$ cat src/sefd_pkg.sv
`timescale 1ns / 1ps
`default_nettype none
// ----------------------------------------------------------------------------
// sefd_pkg
// Shared constants and types for the marker framed byte stream decoder.
// ----------------------------------------------------------------------------
package sefd_pkg;

    localparam int MAX_PAYLOAD_BYTES = 1024;
    localparam int LEFT_W            = $clog2(MAX_PAYLOAD_BYTES + 1);

    localparam int BYTE_W   = 8;
    localparam int LEN_W    = 11;
    localparam int STATUS_W = 3;
    localparam int CFG_IDX_W = 8;

    // result word: payload_byte, frame_type, payload_length, frame_checksum, status
    localparam int RES_BITS = BYTE_W + BYTE_W + LEN_W + BYTE_W + STATUS_W;
    localparam int RES_W    = ((RES_BITS + 7) / 8) * 8;

    typedef enum logic [STATUS_W-1:0] {
        ST_GOOD      = 3'd0,
        ST_BAD_START = 3'd1,
        ST_TOO_LONG  = 3'd2,
        ST_TRUNCATED = 3'd3,
        ST_BAD_END   = 3'd4,
        ST_MISMATCH  = 3'd5
    } status_t;

    typedef enum logic {
        KIND_PAYLOAD = 1'b0,
        KIND_STATUS  = 1'b1
    } kind_t;

    typedef enum logic [CFG_IDX_W-1:0] {
        REG_START_MARKER = 8'd0,
        REG_END_MARKER   = 8'd1
    } cfg_reg_t;

    localparam logic [BYTE_W-1:0] START_MARKER_RST = 8'd2;
    localparam logic [BYTE_W-1:0] END_MARKER_RST   = 8'd3;

endpackage

`default_nettype wire

$ cat src/stx_etx_frame_decoder_unit.sv
`timescale 1ns / 1ps
`default_nettype none
// ----------------------------------------------------------------------------
// stx_etx_frame_decoder_unit
// Decodes start/length/type/payload/XOR/end frames from a byte stream.
// ----------------------------------------------------------------------------
// Usage:
//   s_axis carries one received byte per request; tuser flags the first byte
//   of a receive buffer, tlast the last one. m_axis returns payload bytes
//   (tuser = 0) as they arrive and one status request per frame (tuser = 1).
//   Downstream discards payload bytes of a frame whose status is not good.
//   cfg writes the start marker (index 0) and end marker (index 1); it is
//   always ready, to be written only while the decoder is idle (not enforced).
// Timing:
//   One byte per cycle while s_axis_tready is high. Parse state and result
//   register update on the same edge that takes the byte, so a result shows
//   on m_axis in the following cycle. The single output register sets the rate:
//   s_axis_tready stays high while that register is empty or being drained.
// Reset:
//   The parser goes idle awaiting a buffer start, markers return to 2 and 3,
//   and m_axis_tvalid drops. When the receiver stalls, the pending result
//   holds and s_axis_tready falls until it is taken.
// ----------------------------------------------------------------------------
module stx_etx_frame_decoder_unit
(
    input  wire logic                         clk,
    input  wire logic                         rst_n,
    // configuration write channel
    input  wire logic                         cfg_valid,
    output logic                              cfg_ready,
    input  wire logic [sefd_pkg::CFG_IDX_W-1:0] cfg_index,
    input  wire logic [sefd_pkg::BYTE_W-1:0]  cfg_data,
    // receive byte stream
    input  wire logic                         s_axis_tvalid,
    output logic                              s_axis_tready,
    input  wire logic [7:0]                   s_axis_tdata,  // [7:0] rx_byte
    input  wire logic                         s_axis_tuser,  // [0] buffer_start
    input  wire logic                         s_axis_tlast,  // buffer_end
    // decoded output stream
    output logic                              m_axis_tvalid,
    input  wire logic                         m_axis_tready,
    // [7:0] payload_byte, [15:8] frame_type, [26:16] payload_length,
    // [34:27] frame_checksum, [37:35] status, [39:38] zero
    output logic [sefd_pkg::RES_W-1:0]        m_axis_tdata,
    output logic                              m_axis_tuser   // [0] item_kind
);
    import sefd_pkg::*;

    typedef enum logic [2:0] {
        PH_IDLE,
        PH_LEN_HI,
        PH_LEN_LO,
        PH_TYPE,
        PH_PAYLOAD,
        PH_CHECK,
        PH_END_OK,
        PH_END_BAD
    } phase_t;

    localparam logic [15:0]       LEN_LIMIT = 16'(MAX_PAYLOAD_BYTES);
    localparam logic [LEFT_W-1:0] LEFT_ONE  = LEFT_W'(1);

    logic [BYTE_W-1:0] start_marker_reg;
    logic [BYTE_W-1:0] end_marker_reg;

    phase_t            phase_reg, phase_next;
    logic [15:0]       length_word_reg, length_word_next;
    logic [LEFT_W-1:0] bytes_left_reg, bytes_left_next;
    logic [BYTE_W-1:0] running_xor_reg, running_xor_next;
    logic [BYTE_W-1:0] type_byte_reg, type_byte_next;

    logic              out_valid_reg, out_valid_next;
    kind_t             out_kind_reg, out_kind_next;
    logic [BYTE_W-1:0] out_payload_reg, out_payload_next;
    logic [BYTE_W-1:0] out_type_reg, out_type_next;
    logic [LEN_W-1:0]  out_length_reg, out_length_next;
    logic [BYTE_W-1:0] out_check_reg, out_check_next;
    status_t           out_status_reg, out_status_next;

    logic              in_accept;
    logic              cfg_accept;
    logic [BYTE_W-1:0] rx_byte;
    logic              buf_start;
    logic              buf_end;
    logic [15:0]       length_full;
    logic [BYTE_W-1:0] xor_with_byte;

    assign cfg_ready     = 1'b1;
    assign cfg_accept    = cfg_valid && cfg_ready;
    assign s_axis_tready = !out_valid_reg || m_axis_tready;
    assign in_accept     = s_axis_tvalid && s_axis_tready;

    assign rx_byte       = s_axis_tdata;
    assign buf_start     = s_axis_tuser;
    assign buf_end       = s_axis_tlast;
    assign length_full   = length_word_reg | {8'd0, rx_byte};
    assign xor_with_byte = running_xor_reg ^ rx_byte;

    always_comb
    begin
        phase_next       = phase_reg;
        length_word_next = length_word_reg;
        bytes_left_next  = bytes_left_reg;
        running_xor_next = running_xor_reg;
        type_byte_next   = type_byte_reg;

        out_valid_next   = 1'b0;
        out_kind_next    = KIND_STATUS;
        out_payload_next = '0;
        out_type_next    = type_byte_reg;
        out_length_next  = '0;
        out_check_next   = running_xor_reg;
        out_status_next  = ST_TRUNCATED;

        if (buf_start)
        begin
            length_word_next = '0;
            bytes_left_next  = '0;
            running_xor_next = '0;
            type_byte_next   = '0;
            // abandoned frame reports truncated with its own type and checksum
            out_valid_next   = (phase_reg != PH_IDLE);
            if (rx_byte != start_marker_reg || buf_end)
            begin
                phase_next     = PH_IDLE;
                out_valid_next = 1'b1;
                if (phase_reg == PH_IDLE)
                begin
                    out_type_next   = '0;
                    out_check_next  = '0;
                    out_status_next = (rx_byte != start_marker_reg) ? ST_BAD_START
                                                                    : ST_TRUNCATED;
                end
            end
            else
            begin
                phase_next = PH_LEN_HI;
            end
        end
        else
        begin
            case (phase_reg)
                PH_LEN_HI:
                begin
                    length_word_next = {rx_byte, 8'd0};
                    if (buf_end)
                    begin
                        phase_next     = PH_IDLE;
                        out_valid_next = 1'b1;
                    end
                    else
                    begin
                        phase_next = PH_LEN_LO;
                    end
                end
                PH_LEN_LO:
                begin
                    length_word_next = length_full;
                    if (length_full > LEN_LIMIT)
                    begin
                        phase_next      = PH_IDLE;
                        out_valid_next  = 1'b1;
                        out_status_next = ST_TOO_LONG;
                    end
                    else if (buf_end)
                    begin
                        phase_next     = PH_IDLE;
                        out_valid_next = 1'b1;
                    end
                    else
                    begin
                        bytes_left_next = length_full[LEFT_W-1:0];
                        phase_next      = PH_TYPE;
                    end
                end
                PH_TYPE:
                begin
                    type_byte_next = rx_byte;
                    out_type_next  = rx_byte;
                    if (buf_end)
                    begin
                        phase_next     = PH_IDLE;
                        out_valid_next = 1'b1;
                    end
                    else
                    begin
                        phase_next = (bytes_left_reg != '0) ? PH_PAYLOAD : PH_CHECK;
                    end
                end
                PH_PAYLOAD:
                begin
                    running_xor_next = xor_with_byte;
                    if (bytes_left_reg != '0)
                    begin
                        bytes_left_next = bytes_left_reg - LEFT_ONE;
                    end
                    out_valid_next = 1'b1;
                    if (buf_end)
                    begin
                        phase_next     = PH_IDLE;
                        out_check_next = xor_with_byte;
                    end
                    else
                    begin
                        if (bytes_left_reg <= LEFT_ONE)
                        begin
                            phase_next = PH_CHECK;
                        end
                        out_kind_next    = KIND_PAYLOAD;
                        out_payload_next = rx_byte;
                        out_type_next    = '0;
                        out_check_next   = '0;
                        out_status_next  = ST_GOOD;
                    end
                end
                PH_CHECK:
                begin
                    if (buf_end)
                    begin
                        phase_next     = PH_IDLE;
                        out_valid_next = 1'b1;
                    end
                    else
                    begin
                        phase_next = (rx_byte == running_xor_reg) ? PH_END_OK : PH_END_BAD;
                    end
                end
                PH_END_OK, PH_END_BAD:
                begin
                    phase_next     = PH_IDLE;
                    out_valid_next = 1'b1;
                    if (rx_byte != end_marker_reg)
                    begin
                        out_status_next = ST_BAD_END;
                    end
                    else if (phase_reg == PH_END_BAD)
                    begin
                        out_status_next = ST_MISMATCH;
                    end
                    else
                    begin
                        out_status_next = ST_GOOD;
                        out_length_next = length_word_reg[LEN_W-1:0];
                    end
                end
                default:
                begin
                    // idle without a buffer start: drop the byte
                    phase_next = PH_IDLE;
                end
            endcase
        end
    end

    always_ff @(posedge clk or negedge rst_n)
    begin
        if (!rst_n)
        begin
            start_marker_reg <= START_MARKER_RST;
            end_marker_reg   <= END_MARKER_RST;
        end
        else if (cfg_accept)
        begin
            if (cfg_index == REG_START_MARKER)
            begin
                start_marker_reg <= cfg_data;
            end
            else if (cfg_index == REG_END_MARKER)
            begin
                end_marker_reg <= cfg_data;
            end
        end
    end

    always_ff @(posedge clk or negedge rst_n)
    begin
        if (!rst_n)
        begin
            phase_reg       <= PH_IDLE;
            length_word_reg <= '0;
            bytes_left_reg  <= '0;
            running_xor_reg <= '0;
            type_byte_reg   <= '0;
            out_valid_reg   <= 1'b0;
            out_kind_reg    <= KIND_PAYLOAD;
            out_payload_reg <= '0;
            out_type_reg    <= '0;
            out_length_reg  <= '0;
            out_check_reg   <= '0;
            out_status_reg  <= ST_GOOD;
        end
        else if (in_accept)
        begin
            phase_reg       <= phase_next;
            length_word_reg <= length_word_next;
            bytes_left_reg  <= bytes_left_next;
            running_xor_reg <= running_xor_next;
            type_byte_reg   <= type_byte_next;
            out_valid_reg   <= out_valid_next;
            if (out_valid_next)
            begin
                out_kind_reg    <= out_kind_next;
                out_payload_reg <= out_payload_next;
                out_type_reg    <= out_type_next;
                out_length_reg  <= out_length_next;
                out_check_reg   <= out_check_next;
                out_status_reg  <= out_status_next;
            end
        end
        else if (m_axis_tready)
        begin
            out_valid_reg <= 1'b0;
        end
    end

    assign m_axis_tvalid = out_valid_reg;
    assign m_axis_tuser  = out_kind_reg;
    assign m_axis_tdata  = RES_W'({out_status_reg, out_check_reg, out_length_reg,
                                   out_type_reg, out_payload_reg});

    // ------------------------------------------------------------------------
    // Assertions
    // ------------------------------------------------------------------------
    a_payload_has_left: assert property (@(posedge clk) disable iff (!rst_n)
        phase_reg == PH_PAYLOAD |-> bytes_left_reg != '0)
        else $error("payload phase with no bytes left");

    a_good_length_bound: assert property (@(posedge clk) disable iff (!rst_n)
        out_valid_reg && out_kind_reg == KIND_STATUS && out_status_reg == ST_GOOD
        |-> 16'(out_length_reg) <= LEN_LIMIT)
        else $error("good status with length above limit");

    a_bad_has_no_length: assert property (@(posedge clk) disable iff (!rst_n)
        out_valid_reg && out_kind_reg == KIND_STATUS && out_status_reg != ST_GOOD
        |-> out_length_reg == '0)
        else $error("failed frame reports a length");

    a_payload_fields_clear: assert property (@(posedge clk) disable iff (!rst_n)
        out_valid_reg && out_kind_reg == KIND_PAYLOAD
        |-> out_status_reg == ST_GOOD && out_type_reg == '0 && out_check_reg == '0)
        else $error("payload request carries status fields");

    a_idle_after_status: assert property (@(posedge clk) disable iff (!rst_n)
        in_accept && out_valid_next && out_kind_next == KIND_STATUS && !buf_start
        |=> phase_reg == PH_IDLE)
        else $error("parser not idle after frame status");

endmodule

`default_nettype wire

$ cat config.mk
export PLATFORM = sky130hd
export DESIGN_NAME = stx_etx_frame_decoder_unit
export DESIGN_NICKNAME = d
export VERILOG_FILES = /design/src/sefd_pkg.sv /design/src/stx_etx_frame_decoder_unit.sv
export SDC_FILE = /design/constraint.sdc
export NUM_CORES = 1
export LEC_CHECK = 0
export ABC_AREA = 1
export BUFFER_PORTS_ARGS = -buffer_cell sky130_fd_sc_hd__buf_2
export CELL_PAD_IN_SITES_DETAIL_PLACEMENT = 0
export CELL_PAD_IN_SITES_GLOBAL_PLACEMENT = 1
export CORE_MARGIN = 3
export CORE_UTILIZATION = 44
export CTS_BUF_LIST = sky130_fd_sc_hd__clkbuf_8
export CTS_CLUSTER_SIZE = 40
export DETAILED_ROUTE_END_ITERATION = 7
export PLACE_DENSITY = 0.79
export SETUP_SLACK_MARGIN = 0.1
export SYNTH_ARGS = -nofsm -noshare
export SYNTH_HDL_FRONTEND = slang
export SYNTH_SLANG_ARGS = --single-unit
$ cat constraint.sdc
create_clock -name clk -period 1.8 [get_ports clk]
set_input_delay 0.09 -clock clk [delete_from_list [all_inputs] [get_ports clk]]
set_output_delay 0.09 -clock clk [all_outputs]
set_load 0.1 [all_outputs]
==> key figures, run 1 <==
Die
  – Starting density of the core: 45.8%
  – Die area: 0.0142 mm^2
  – Top Ports: 75
  – Floorplan die width: 119 um
  – FP Rows: 40
  – Height of the die: 119 um
  – Core footprint: 0.0123 mm^2

Setup path
  – Setup crit start kind: register
  – Ordered list of cells on the worst path: inv_1 -> nand2_1 -> nand2_1 -> nor2_1 -> nand2_1 -> nor2_2 -> nand4_1 -> nand2_2 -> inv_4 -> nand2_8 -> clkbuf_16 -> nand2_1 -> nand2_1
  – Cell with the most instances on the worst path: sky130_fd_sc_hd__nand2_1
  – Critical path start-end classification: reg2reg
  – Family with the most delay on the worst path: simple AND/OR/NAND/NOR gates
  – Slowest cell on the critical path: sky130_fd_sc_hd__dfstp_2
  – Maximum fanout count along the critical path: 10
  – Count of buffering cells on the critical path with inverters included: 3
  – Max stage delay on crit path: 540 ps
  – Data required time of the worst path: 2130 ps
  – Worst setup EP type: register
  – Arrival time of data at the critical path endpoint: 2130 ps

Power and ir drop
  – Areal power density over the cells: 925 mW/mm^2
  – IR Drop Worst-Case VDD: 0.415 mV
  – Leak: 0.00363 uW

Logic synthesis
  – Most numerous cell in the Yosys netlist: sky130_fd_sc_hd__nand2_1
  – Synthesized instance count: 769
  – Share of the yosys chip area belonging to registers: 45.5%
  – Main area contributors after synthesis: sky130_fd_sc_hd__dfrtp_1 44%, sky130_fd_sc_hd__nand2_1 16%, sky130_fd_sc_hd__nor2_1 6.2%
  – Post-synthesis share of cell area spent on xor and xnor gates: 2.65%
  – Basic-gate share of the synthesized area counting and, or, nand and nor cells: 31.2%
  – Proportion of synthesized area in mux cells: 0%
  – Adder-Cell Fraction of Synth Area: 0.890%
  – Number of enable flip-flop cells after synthesis: 0
  – Number of warnings issued by yosys: 0
  – Fraction of post-synthesis cell area in the top cell type by area: 44.1%
  – Combinational family with the most area after synthesis: simple AND/OR/NAND/NOR gates
  – Number of library cell types mapped by synthesis: 37
  – Per-instance average area after synthesis: 7.31 um^2
  – Compound-cell area share of the yosys netlist: 10.5%
  – Synthesized area: 0.00562 mm^2
  – Commonest cells in the netlist: 236 x sky130_fd_sc_hd__nand2_1, 99 x sky130_fd_sc_hd__dfrtp_1, 93 x sky130_fd_sc_hd__nor2_1, 76 x sky130_fd_sc_hd__inv_1, 69 x sky130_fd_sc_hd__o21ai_0
  – Flops & latches, synth: 102
  – Top FF cell, synth: sky130_fd_sc_hd__dfrtp_1
  – Proportion of synthesized flip-flops having asynchronous set or reset: 100%
  – Cell type contributing the most total cell area after synthesis: sky130_fd_sc_hd__dfrtp_1

Status
  – Outcome: finished, violations left
  – Violated checks: negative setup slack

Layout
  – Area growth, synth to finish: 26.6%
  – Net count reported at finish: 915
  – Flip-flop count of the largest register, all copies and words added: 16
  – Share of final-layout standard cells stronger than drive strength 1: 24.2%
  – ANT cells: 0
  – Non-Filler Instances: 1053

Clock network
  – Clock edge transition at the registers on the reported setup and hold paths: 100 ps
  – CTS tree: yes
  – Inserted Clock Buffers: 9
  – Clock insertion delay at the later pin of the skew report: 390 ps
  – Clock sink count: 102
  – Depth of the CTS H-tree: 3
  – CTS max path bufs: 2
  – Clock root cell: sky130_fd_sc_hd__clkbuf_8

Detailed routing
  – Routed via count: 5370
  – First-pass iteration count of the detailed router: 5
  – Number of vias per cell: 5.10
  – Initial drt markers: 340
  – Count of antenna-violating nets left after detailed routing: 0
  – Routed wire per std cell: 15.9 um
  – Number of remaining DRC errors: 0
  – Total Routed Length: 16.7 mm

Timing
  – Upper clock frequency limit: 555 MHz
  – Setup WS post-layout: -1.70 ps
  – Final critical delay including setup and external delays: 1800 ps
  – Relative slew slack: 58.3%
  – # setup viols final: 2
  – Slew @ Worst Pin: 626 ps
  – Max-slew violations: 0
  – Final worst clock skew: 14.8 ps
  – Total negative slack: -2.15 ps
  – Count of endpoints failing hold in the final timing report: 0
  – Final cycle utilization of the critical path: 100%
  – Setup repair after global routing missed its margin: yes

Global route
  – Wire length of the first global-routing pass: 26.4 mm
  – GRT Resource Usage Total: 23.3%
  – Maximum number of pins on one net before global-route repair: 45
  – Number of antenna violations at the first check in global routing: 0
  – Number of global-route vias before repair: 5224
  – Residual overflow from global routing: 0

Run
  – Count of maximum capacitance violations: 0

Min path
  – Hold crit path type: in2reg

Placement
  – Post-detailed-placement half-perimeter wirelength: 11.6 mm
  – Cells after DPL: 1012
  – Worst slack at placement: -11.5 ps
  – Global placement routability congestion: 0.885
  – Quantity of I/O buffers inserted on ports: 71
[final timing paths]
check / startpoint / end / slack (ps) / cells past startpoint
worst min register to register: out_type_reg[0] / out_type_reg[0] / 470 / 2
max in group asynchronous: rst_n / end_marker_reg[6] / 950 / 3
min in group asynchronous: rst_n / out_type_reg[6] / 250 / 2
worst min-delay path: s_axis_tdata[1] / length_word_reg[1] / 160 / 5
worst max-delay path: start_marker_reg[1] / out_length_reg[5] / -2 / 13
worst max register to register: start_marker_reg[1] / out_length_reg[5] / -2 / 13
[logic make-up after synthesis]
logic type | count (synthesis)
AOI/OAI and AO/OA | 109
xor gates and xnor gates | 17
adders and majority gates | 4
buffers and inverters | 119
DFF | 102
other | 2
and+or+nand+nor | 416
[layout by cell type, fill, tap and decap left out, drive strengths merged, types with 11 or more instances in the layout]
cell type	n
o21ai	69
buf	113
nor2	95
nand3	64
a21oi	15
nand2	240
xnor2	11
dfrtp	99
inv	89
clkbuf	16
o22ai	15
[per-stage QoR]
stage	util [%]	instance area [um^2]	total power, uW	hold slack [ps]
after global placement	52.0	6380	4540	143
after global routing	58.0	7110	6920	166
final	58.0	7110	6580	158
after detailed placement	52.0	6380	4560	152
after floorplan	-	5670	4050	-206
after CTS	55.7	6830	6450	149
[timing repair]
item / CTS / global route
endpoints found under the hold margin: 55 / 0
pin swaps: 2 / 7
buffers inserted: 2 / 5
endpoints found under the setup margin: 58 / 65
hold buffers: 10 / 0
cloned: 2 / 6
resized for setup: 18 / 37
[final cells by class]
cell class / instances / area [um^2]
fill: 1172 / 5150
clock inverter: 5 / 104
inverter: 89 / 348
timing repair buffer: 128 / 997
tap: 168 / 210
multi-input combinational: 550 / 2740
sequential: 102 / 2560
clock buffer: 11 / 151
[layer usage]
metal / part of all wire [%] / up-vias / wire [um] / GRT usage [%]
li1: - / 2656 / - / -
met1: 47 / 2541 / 7820 / 33.1
met2: 46 / 151 / 7730 / 36.3
met3: 5.1 / 22 / 857 / 3.42
met4: 1.8 / 0 / 307 / 8.04
met5: 0 / - / 0 / 0
[where the power goes]
part / switching (uW) / leakage (uW) / total, uW / internal (uW)
registers: 149 / 0.00136 / 2660 / 2510
clock network: 837 / 0.000130 / 1840 / 1000
logic: 1480 / 0.00213 / 2080 / 596
total: 2470 / 0.00363 / 6580 / 4110
[tightest hold or removal path, stage by stage]
cell and delay (ps):
sky130_fd_sc_hd__buf_2 150, sky130_fd_sc_hd__nor2_2 50, sky130_fd_sc_hd__inv_1 80, sky130_fd_sc_hd__nand3_1 70, sky130_fd_sc_hd__o21ai_0 70
No activity file was read; power rests on OpenSTA's default activity.
==> inputs of run 2 (changes only) <==
- CORE_UTILIZATION: 44 -> 47
- HOLD_SLACK_MARGIN: default -> 0.03
- PLACE_DENSITY: 0.79 -> 0.84
- RECOVER_POWER: default -> 100
- clock period: 1.8 -> 2.1 ns (I/O delays scaled with it)
==> key figures, run 2 (synthesis gave the netlist of run 1 again) <==
Status
  – Outcome: finished, violations left
  – Violated checks: max-capacitance violations, max-slew violations

Layout
  – Area growth, synth to finish: 16.6%
  – Final Util: 56.7%
  – Flip-flop count of the largest register, all copies and words added: 16
  – Net count reported at finish: 892
  – Share of final-layout standard cells stronger than drive strength 1: 12.1%
  – ANT cells: 0
  – Commonest cells after routing, fill and taps aside: 235 x sky130_fd_sc_hd__nand2_1, 98 x sky130_fd_sc_hd__dfrtp_1, 91 x sky130_fd_sc_hd__nor2_1
  – Commonest non-fill, non-tap cell in the layout: sky130_fd_sc_hd__nand2_1

Global route
  – Maximum number of pins on one net before global-route repair: 51
  – Residual overflow from global routing: 0
  – GRT Resource Usage Total: 23.8%
  – Wire length of the first global-routing pass: 24.6 mm
  – Number of antenna violations at the first check in global routing: 0
  – Number of global-route vias before repair: 4947

Detailed routing
  – Total Routed Length: 15.5 mm
  – First-pass iteration count of the detailed router: 5
  – Routed via count: 5268
  – Routed wire per std cell: 15.4 um
  – Initial drt markers: 363
  – Number of remaining DRC errors: 0
  – Number of vias per cell: 5.24
  – Count of antenna-violating nets left after detailed routing: 0

Die
  – Floorplan die width: 115 um
  – FP Rows: 39
  – Height of the die: 115 um
  – Starting density of the core: 48.6%
  – Top Ports: 75
  – Core footprint: 0.0116 mm^2
  – Die area: 0.0133 mm^2

Setup path
  – Worst setup EP type: register
  – Data required time of the worst path: 2430 ps
  – Family with the most delay on the worst path: buffers and inverters
  – Arrival time of data at the critical path endpoint: 2160 ps
  – Ordered list of cells on the worst path: nand2_1 -> nand2_1 -> inv_1 -> nand2_1 -> inv_2 -> buf_6 -> nand3_1 -> nand2_1
  – Setup crit start kind: register
  – Max stage delay on crit path: 490 ps
  – Count of buffering cells on the critical path with inverters included: 3
  – Cell with the most instances on the worst path: sky130_fd_sc_hd__nand2_1
  – Critical path start-end classification: reg2reg
  – Slowest cell on the critical path: sky130_fd_sc_hd__dfrtp_4
  – Maximum fanout count along the critical path: 32

Clock network
  – Depth of the CTS H-tree: 3
  – Clock insertion delay at the later pin of the skew report: 390 ps
  – Inserted Clock Buffers: 9
  – Clock sink count: 102
  – Clock root cell: sky130_fd_sc_hd__clkbuf_8
  – Clock edge transition at the registers on the reported setup and hold paths: 100 ps
  – CTS tree: yes
  – CTS max path bufs: 2

Placement
  – Global placement routability congestion: 0.930
  – Quantity of I/O buffers inserted on ports: 71
  – Post-detailed-placement half-perimeter wirelength: 11.0 mm

Timing
  – Relative slew slack: -2.11%
  – Final critical delay including setup and external delays: 1830 ps
  – Max-slew violations: 26
  – Upper clock frequency limit: 547 MHz
  – Setup repair after global routing missed its margin: no
  – Final worst clock skew: 14.2 ps
  – Total negative slack: 0 ps
  – Count of endpoints failing hold in the final timing report: 0
  – Slew @ Worst Pin: 1530 ps
  – # setup viols final: 0
  – Final cycle utilization of the critical path: 87.0%

Power and ir drop
  – Net load switching power: 2020 uW
  – Leak: 0.00327 uW
  – Clock network fraction of total power: 27.1%
  – Fraction of power consumed by combinational cells: 30.0%
  – Sequential power share: 42.9%
  – Areal power density over the cells: 808 mW/mm^2
  – Int Power: 3280 uW
  – IR Drop Worst-Case VDD: 0.543 mV
  – Switching power share of the total: 38.1%

Min path
  – Hold crit path type: in2reg

Run
  – Count of maximum capacitance violations: 1
## run 2: cell types whose count changed in the layout (fill, tap and decap cells not counted), sizes merged
cell | previous run | this run
clkinv | 1 | 2
clkinvlp | 1 | 0
nand2 | 240 | 239
buf | 113 | 48
clkbuf | 16 | 59
bufinv | 3 | 2
inv | 89 | 90
## run 2: path summary, 6_finish.rpt
check / from / to / slack (ps) / cells past startpoint
worst max-delay path: m_axis_tvalid / out_status_reg[1] / 270 / 8
worst min-delay path: s_axis_tuser / running_xor_reg[7] / 160 / 2
worst max register to register: m_axis_tvalid / out_status_reg[1] / 270 / 8
worst min register to register: out_type_reg[3] / out_type_reg[3] / 480 / 2
max in group asynchronous: rst_n / m_axis_tvalid / 350 / 3
min in group asynchronous: rst_n / type_byte_reg[3] / 620 / 2
## run 2: per-layer routing
metal	share of wire [%]	GRT usage, %	vias up
li1	-	-	2608
met1	46	32.6	2449
met2	46	37.8	170
met3	5.4	3.32	41
met4	3.2	10.3	0
met5	0	0	-
## run 2: power by group through the flow
stage / registers, uW / logic (uW) / clock network [uW]
detailed placement: 2310 / 1560 / 0
global route: 2300 / 1740 / 1570
global placement: 2310 / 1540 / 0
finish: 2270 / 1590 / 1440
floorplan: 2740 / 719 / 0
CTS: 2270 / 1570 / 1480
## run 2: timing repair
action | CTS | global route
gates cloned | 0 | 2
setup endpoints to repair | 1 | 52
gates resized for setup | 1 | 15
pin swaps | 0 | 1
setup buffers | 0 | 1
endpoints found under the hold margin | 88 | 0
hold buffers | 10 | 0
## run 2: layout make-up
class / count / area [um^2]
tap: 143 / 179
timing repair buffer: 106 / 651
fill: 1147 / 5010
multi-input combinational: 549 / 2600
sequential: 102 / 2560
clock inverter: 5 / 81.3
inverter: 89 / 334
clock buffer: 11 / 151
## run 2: metrics by stage
stage	instances	hold slack, ps	worst slack, ps	area (um^2)	total power (uW)
after floorplan	770	-191	105	5640	3460
after global placement	976	35.6	125	6200	3840
after detailed placement	976	40.9	112	6200	3860
after CTS	1002	123	177	6540	5330
after global routing	1005	166	57.3	6550	5600
final	1005	165	273	6550	5300
## run 2: worst reg2reg max path, cell delays in order (launching register included)
cell,delay [ps]
sky130_fd_sc_hd__dfrtp_4,490
sky130_fd_sc_hd__nand2_1,110
sky130_fd_sc_hd__nand2_1,150
sky130_fd_sc_hd__inv_1,200
sky130_fd_sc_hd__nand2_1,90
sky130_fd_sc_hd__inv_2,190
sky130_fd_sc_hd__buf_6,310
sky130_fd_sc_hd__nand3_1,150
sky130_fd_sc_hd__nand2_1,90
==> inputs of run 3 (changes only) <==
- ABC_AREA: 1 -> default
- CORE_UTILIZATION: 47 -> 50
==> key figures, run 3 <==
Status
  – Outcome: finished, violations left
  – Violated checks: max-capacitance violations, max-slew violations, negative setup slack

Logic synthesis
  – Most numerous cell in the Yosys netlist: sky130_fd_sc_hd__dfrtp_1
  – Commonest cells in the netlist: 99 x sky130_fd_sc_hd__dfrtp_1, 83 x sky130_fd_sc_hd__nand2_1, 39 x sky130_fd_sc_hd__clkbuf_1, 37 x sky130_fd_sc_hd__nor2_1
  – Fraction of post-synthesis cell area in the top cell type by area: 43.2%
  – Share of the yosys chip area belonging to registers: 44.6%
  – Flops & latches, synth: 102
  – Top FF cell, synth: sky130_fd_sc_hd__dfrtp_1
  – Number of warnings issued by yosys: 0
  – Proportion of synthesized flip-flops having asynchronous set or reset: 100%
  – Number of library cell types mapped by synthesis: 61
  – Synthesized area: 0.00573 mm^2
  – Main area contributors after synthesis: sky130_fd_sc_hd__dfrtp_1 43%, sky130_fd_sc_hd__nand2_1 5.4%, sky130_fd_sc_hd__mux2_4 5.0%
  – Synthesized instance count: 607
  – Cell type contributing the most total cell area after synthesis: sky130_fd_sc_hd__dfrtp_1
  – Per-instance average area after synthesis: 9.44 um^2
  – Number of enable flip-flop cells after synthesis: 0

Clock network
  – Clock insertion delay at the later pin of the skew report: 380 ps
  – Clock root cell: sky130_fd_sc_hd__clkbuf_8
  – Clock sink count: 102
  – CTS tree: yes
  – Inserted Clock Buffers: 9
  – Clock edge transition at the registers on the reported setup and hold paths: 90 ps
  – CTS max path bufs: 2
  – Depth of the CTS H-tree: 3

Timing
  – Final worst clock skew: 7.44 ps
  – Slew @ Worst Pin: 1570 ps
  – Setup repair after global routing missed its margin: yes
  – Relative slew slack: -4.95%
  – Final critical delay including setup and external delays: 2200 ps
  – Count of endpoints failing hold in the final timing report: 0
  – # setup viols final: 28
  – Setup WS post-layout: -101 ps
  – Max-slew violations: 29
  – Final cycle utilization of the critical path: 105%
  – Total negative slack: -2060 ps
  – Upper clock frequency limit: 454 MHz

Layout
  – Area growth, synth to finish: 21.9%
  – Final Util: 63.3%
  – Share of final-layout standard cells stronger than drive strength 1: 24.4%
  – Net count reported at finish: 742
  – Non-Filler Instances: 852
  – Commonest cells after routing, fill and taps aside: 97 x sky130_fd_sc_hd__dfrtp_1, 83 x sky130_fd_sc_hd__nand2_1, 45 x sky130_fd_sc_hd__buf_4
  – Commonest non-fill, non-tap cell in the layout: sky130_fd_sc_hd__dfrtp_1
  – ANT cells: 0
  – Final non-filler cell area: 0.00699 mm^2
  – Flip-flop count of the largest register, all copies and words added: 16

Min path
  – Hold crit path type: in2reg
  – Number of cells on the worst hold path: 3

Placement
  – Quantity of I/O buffers inserted on ports: 71
  – Placement-stage cell area: 0.00652 mm^2
  – Post-detailed-placement half-perimeter wirelength: 10.8 mm
  – Cells after DPL: 820
  – Global placement routability congestion: 0.944

Die
  – Starting density of the core: 52.0%
  – Height of the die: 113 um
  – Top Ports: 75
  – FP Rows: 38
  – Floorplan die width: 113 um
  – Core footprint: 0.0110 mm^2
  – Die area: 0.0128 mm^2

Power and ir drop
  – Int Power: 3630 uW
  – Switching power share of the total: 37.4%
  – Areal power density over the cells: 832 mW/mm^2
  – Clock network fraction of total power: 25.0%
  – Net load switching power: 2170 uW
  – Leak: 0.00305 uW
  – Fraction of power consumed by combinational cells: 32.6%
  – IR Drop Worst-Case VDD: 0.538 mV
  – Sequential power share: 42.3%

Detailed routing
  – Total Routed Length: 15.4 mm
  – First-pass iteration count of the detailed router: 5
  – Initial drt markers: 386
  – Number of remaining DRC errors: 0
  – Routed wire per std cell: 18.0 um
  – Routed via count: 4911
  – Number of vias per cell: 5.76
  – Count of antenna-violating nets left after detailed routing: 0

Global route
  – Wire length of the first global-routing pass: 25.3 mm
  – Maximum number of pins on one net before global-route repair: 55
  – Number of antenna violations at the first check in global routing: 0
  – Residual overflow from global routing: 0
  – Number of global-route vias before repair: 4962
  – GRT Resource Usage Total: 24.9%

Setup path
  – Cell depth of the worst flop-to-flop path: 6
  – Arrival time of data at the critical path endpoint: 2470 ps
  – Start of the worst register-to-register path: length_word_reg[5]
  – Reg-to-reg setup timing slack: -100 ps
  – Ordered list of cells on the worst path: or4_4 -> nor4_4 -> a21oi_2 -> o221a_4 -> buf_12 -> mux2_4
  – Worst setup EP type: register
  – Endpoint of the most critical register-to-register path: out_check_reg[1]
  – First element of the critical path: length_word_reg[5]
  – Critical path start-end classification: reg2reg
  – Max stage delay on crit path: 500 ps
  – Slowest cell on the critical path: sky130_fd_sc_hd__or4_4
  – Setup crit start kind: register
  – Maximum fanout count along the critical path: 8
  – Capturing element of the worst setup path: out_check_reg[1]
  – Data required time of the worst path: 2370 ps

Run
  – Count of maximum capacitance violations: 1
run 3: changes by cell type after synthesis, sizes merged, moves of 22 or more:
| cell | delta |
|---|---|
| nand2 | -156 |
| o21ai | -35 |
| inv | -61 |
| nor2 | -58 |
| mux2i | +22 |
| nand3 | -55 |
| mux2 | +35 |
| clkbuf | +26 |
run 3: how the worst min path moves through the flow:
stage	start	end	slack, ps
floorplan	rst_n	bytes_left_reg[0]	-190
global placement	rst_n	m_axis_tvalid	50
detailed placement	rst_n	m_axis_tvalid	60
CTS	s_axis_tdata[2]	length_word_reg[10]	70
global route	s_axis_tdata[7]	type_byte_reg[7]	90
finish	s_axis_tdata[7]	type_byte_reg[7]	80
run 3: stage by stage:
step | power [uW] | setup WS (ps) | hold slack, ps
6_report | 5810 | -101 | 82.4
5_1_grt | 6100 | -177 | 85.7
4_1_cts | 5810 | -90.3 | 65.4
3_5_place_dp | 4320 | -94.1 | 59.0
3_3_place_gp | 4280 | -55.5 | 48.2
2_1_floorplan | 3830 | -67.5 | -191
run 3: final cells by class:
type | count | area, um^2
Multi-Input combinational cell | 426 | 3010
Timing Repair Buffer | 141 | 905
Inverter | 27 | 101
Tap cell | 140 | 175
Clock buffer | 9 | 124
Sequential cell | 102 | 2560
Clock inverter | 7 | 106
Fill cell | 933 | 4050
run 3: routing by layer:
layer  vias to the layer above  wire (um)  share of wire, %  GRT usage, %
li1                       2318          -                 -             -
met2                       152       7130                46          38.5
met3                        31        911               5.9          4.92
met5                         -          0                 0             0
met4                         0        399               2.6          9.46
met1                      2410       6910                45          34.9
run 3: power groups by stage:
| stage | clock [uW] | combinational (uW) | sequential [uW] |
|---|---|---|---|
| 2_1_floorplan | 0 | 899 | 2930 |
| 5_1_grt | 1570 | 2040 | 2500 |
| 6_report | 1450 | 1890 | 2460 |
| 3_5_place_dp | 0 | 1840 | 2480 |
| 3_3_place_gp | 0 | 1810 | 2470 |
| 4_1_cts | 1490 | 1880 | 2450 |
run 3: kinds of logic after synthesis:
logic type      count (synthesis)  synth area share, %
fa+ha+maj                       4                0.873
mux                            57                 12.0
buf+inv                        81                 6.07
xor+xnor                       25                 3.82
simple gates                  215                 19.0
other cells                     2                0.131
flops                         102                 44.6
compound gates                121                 13.6
run 3: timing repair:
action / 4_1_cts / 5_1_grt
hold endpoints to repair: 43 / 0
buffers inserted: 0 / 3
pin swaps: 0 / 4
gates resized for setup: 8 / 27
cloned: 1 / 2
setup endpoints to repair: 53 / 54
hold buffers: 10 / 0
run 3: worst max-delay path, delay by kind of cell (launching register included):
family	cells	cell delay, ps
AOI/OAI and AO/OA	2	430
buffers and inverters	1	170
DFF	1	380
muxes	1	300
and+or+nand+nor	2	800
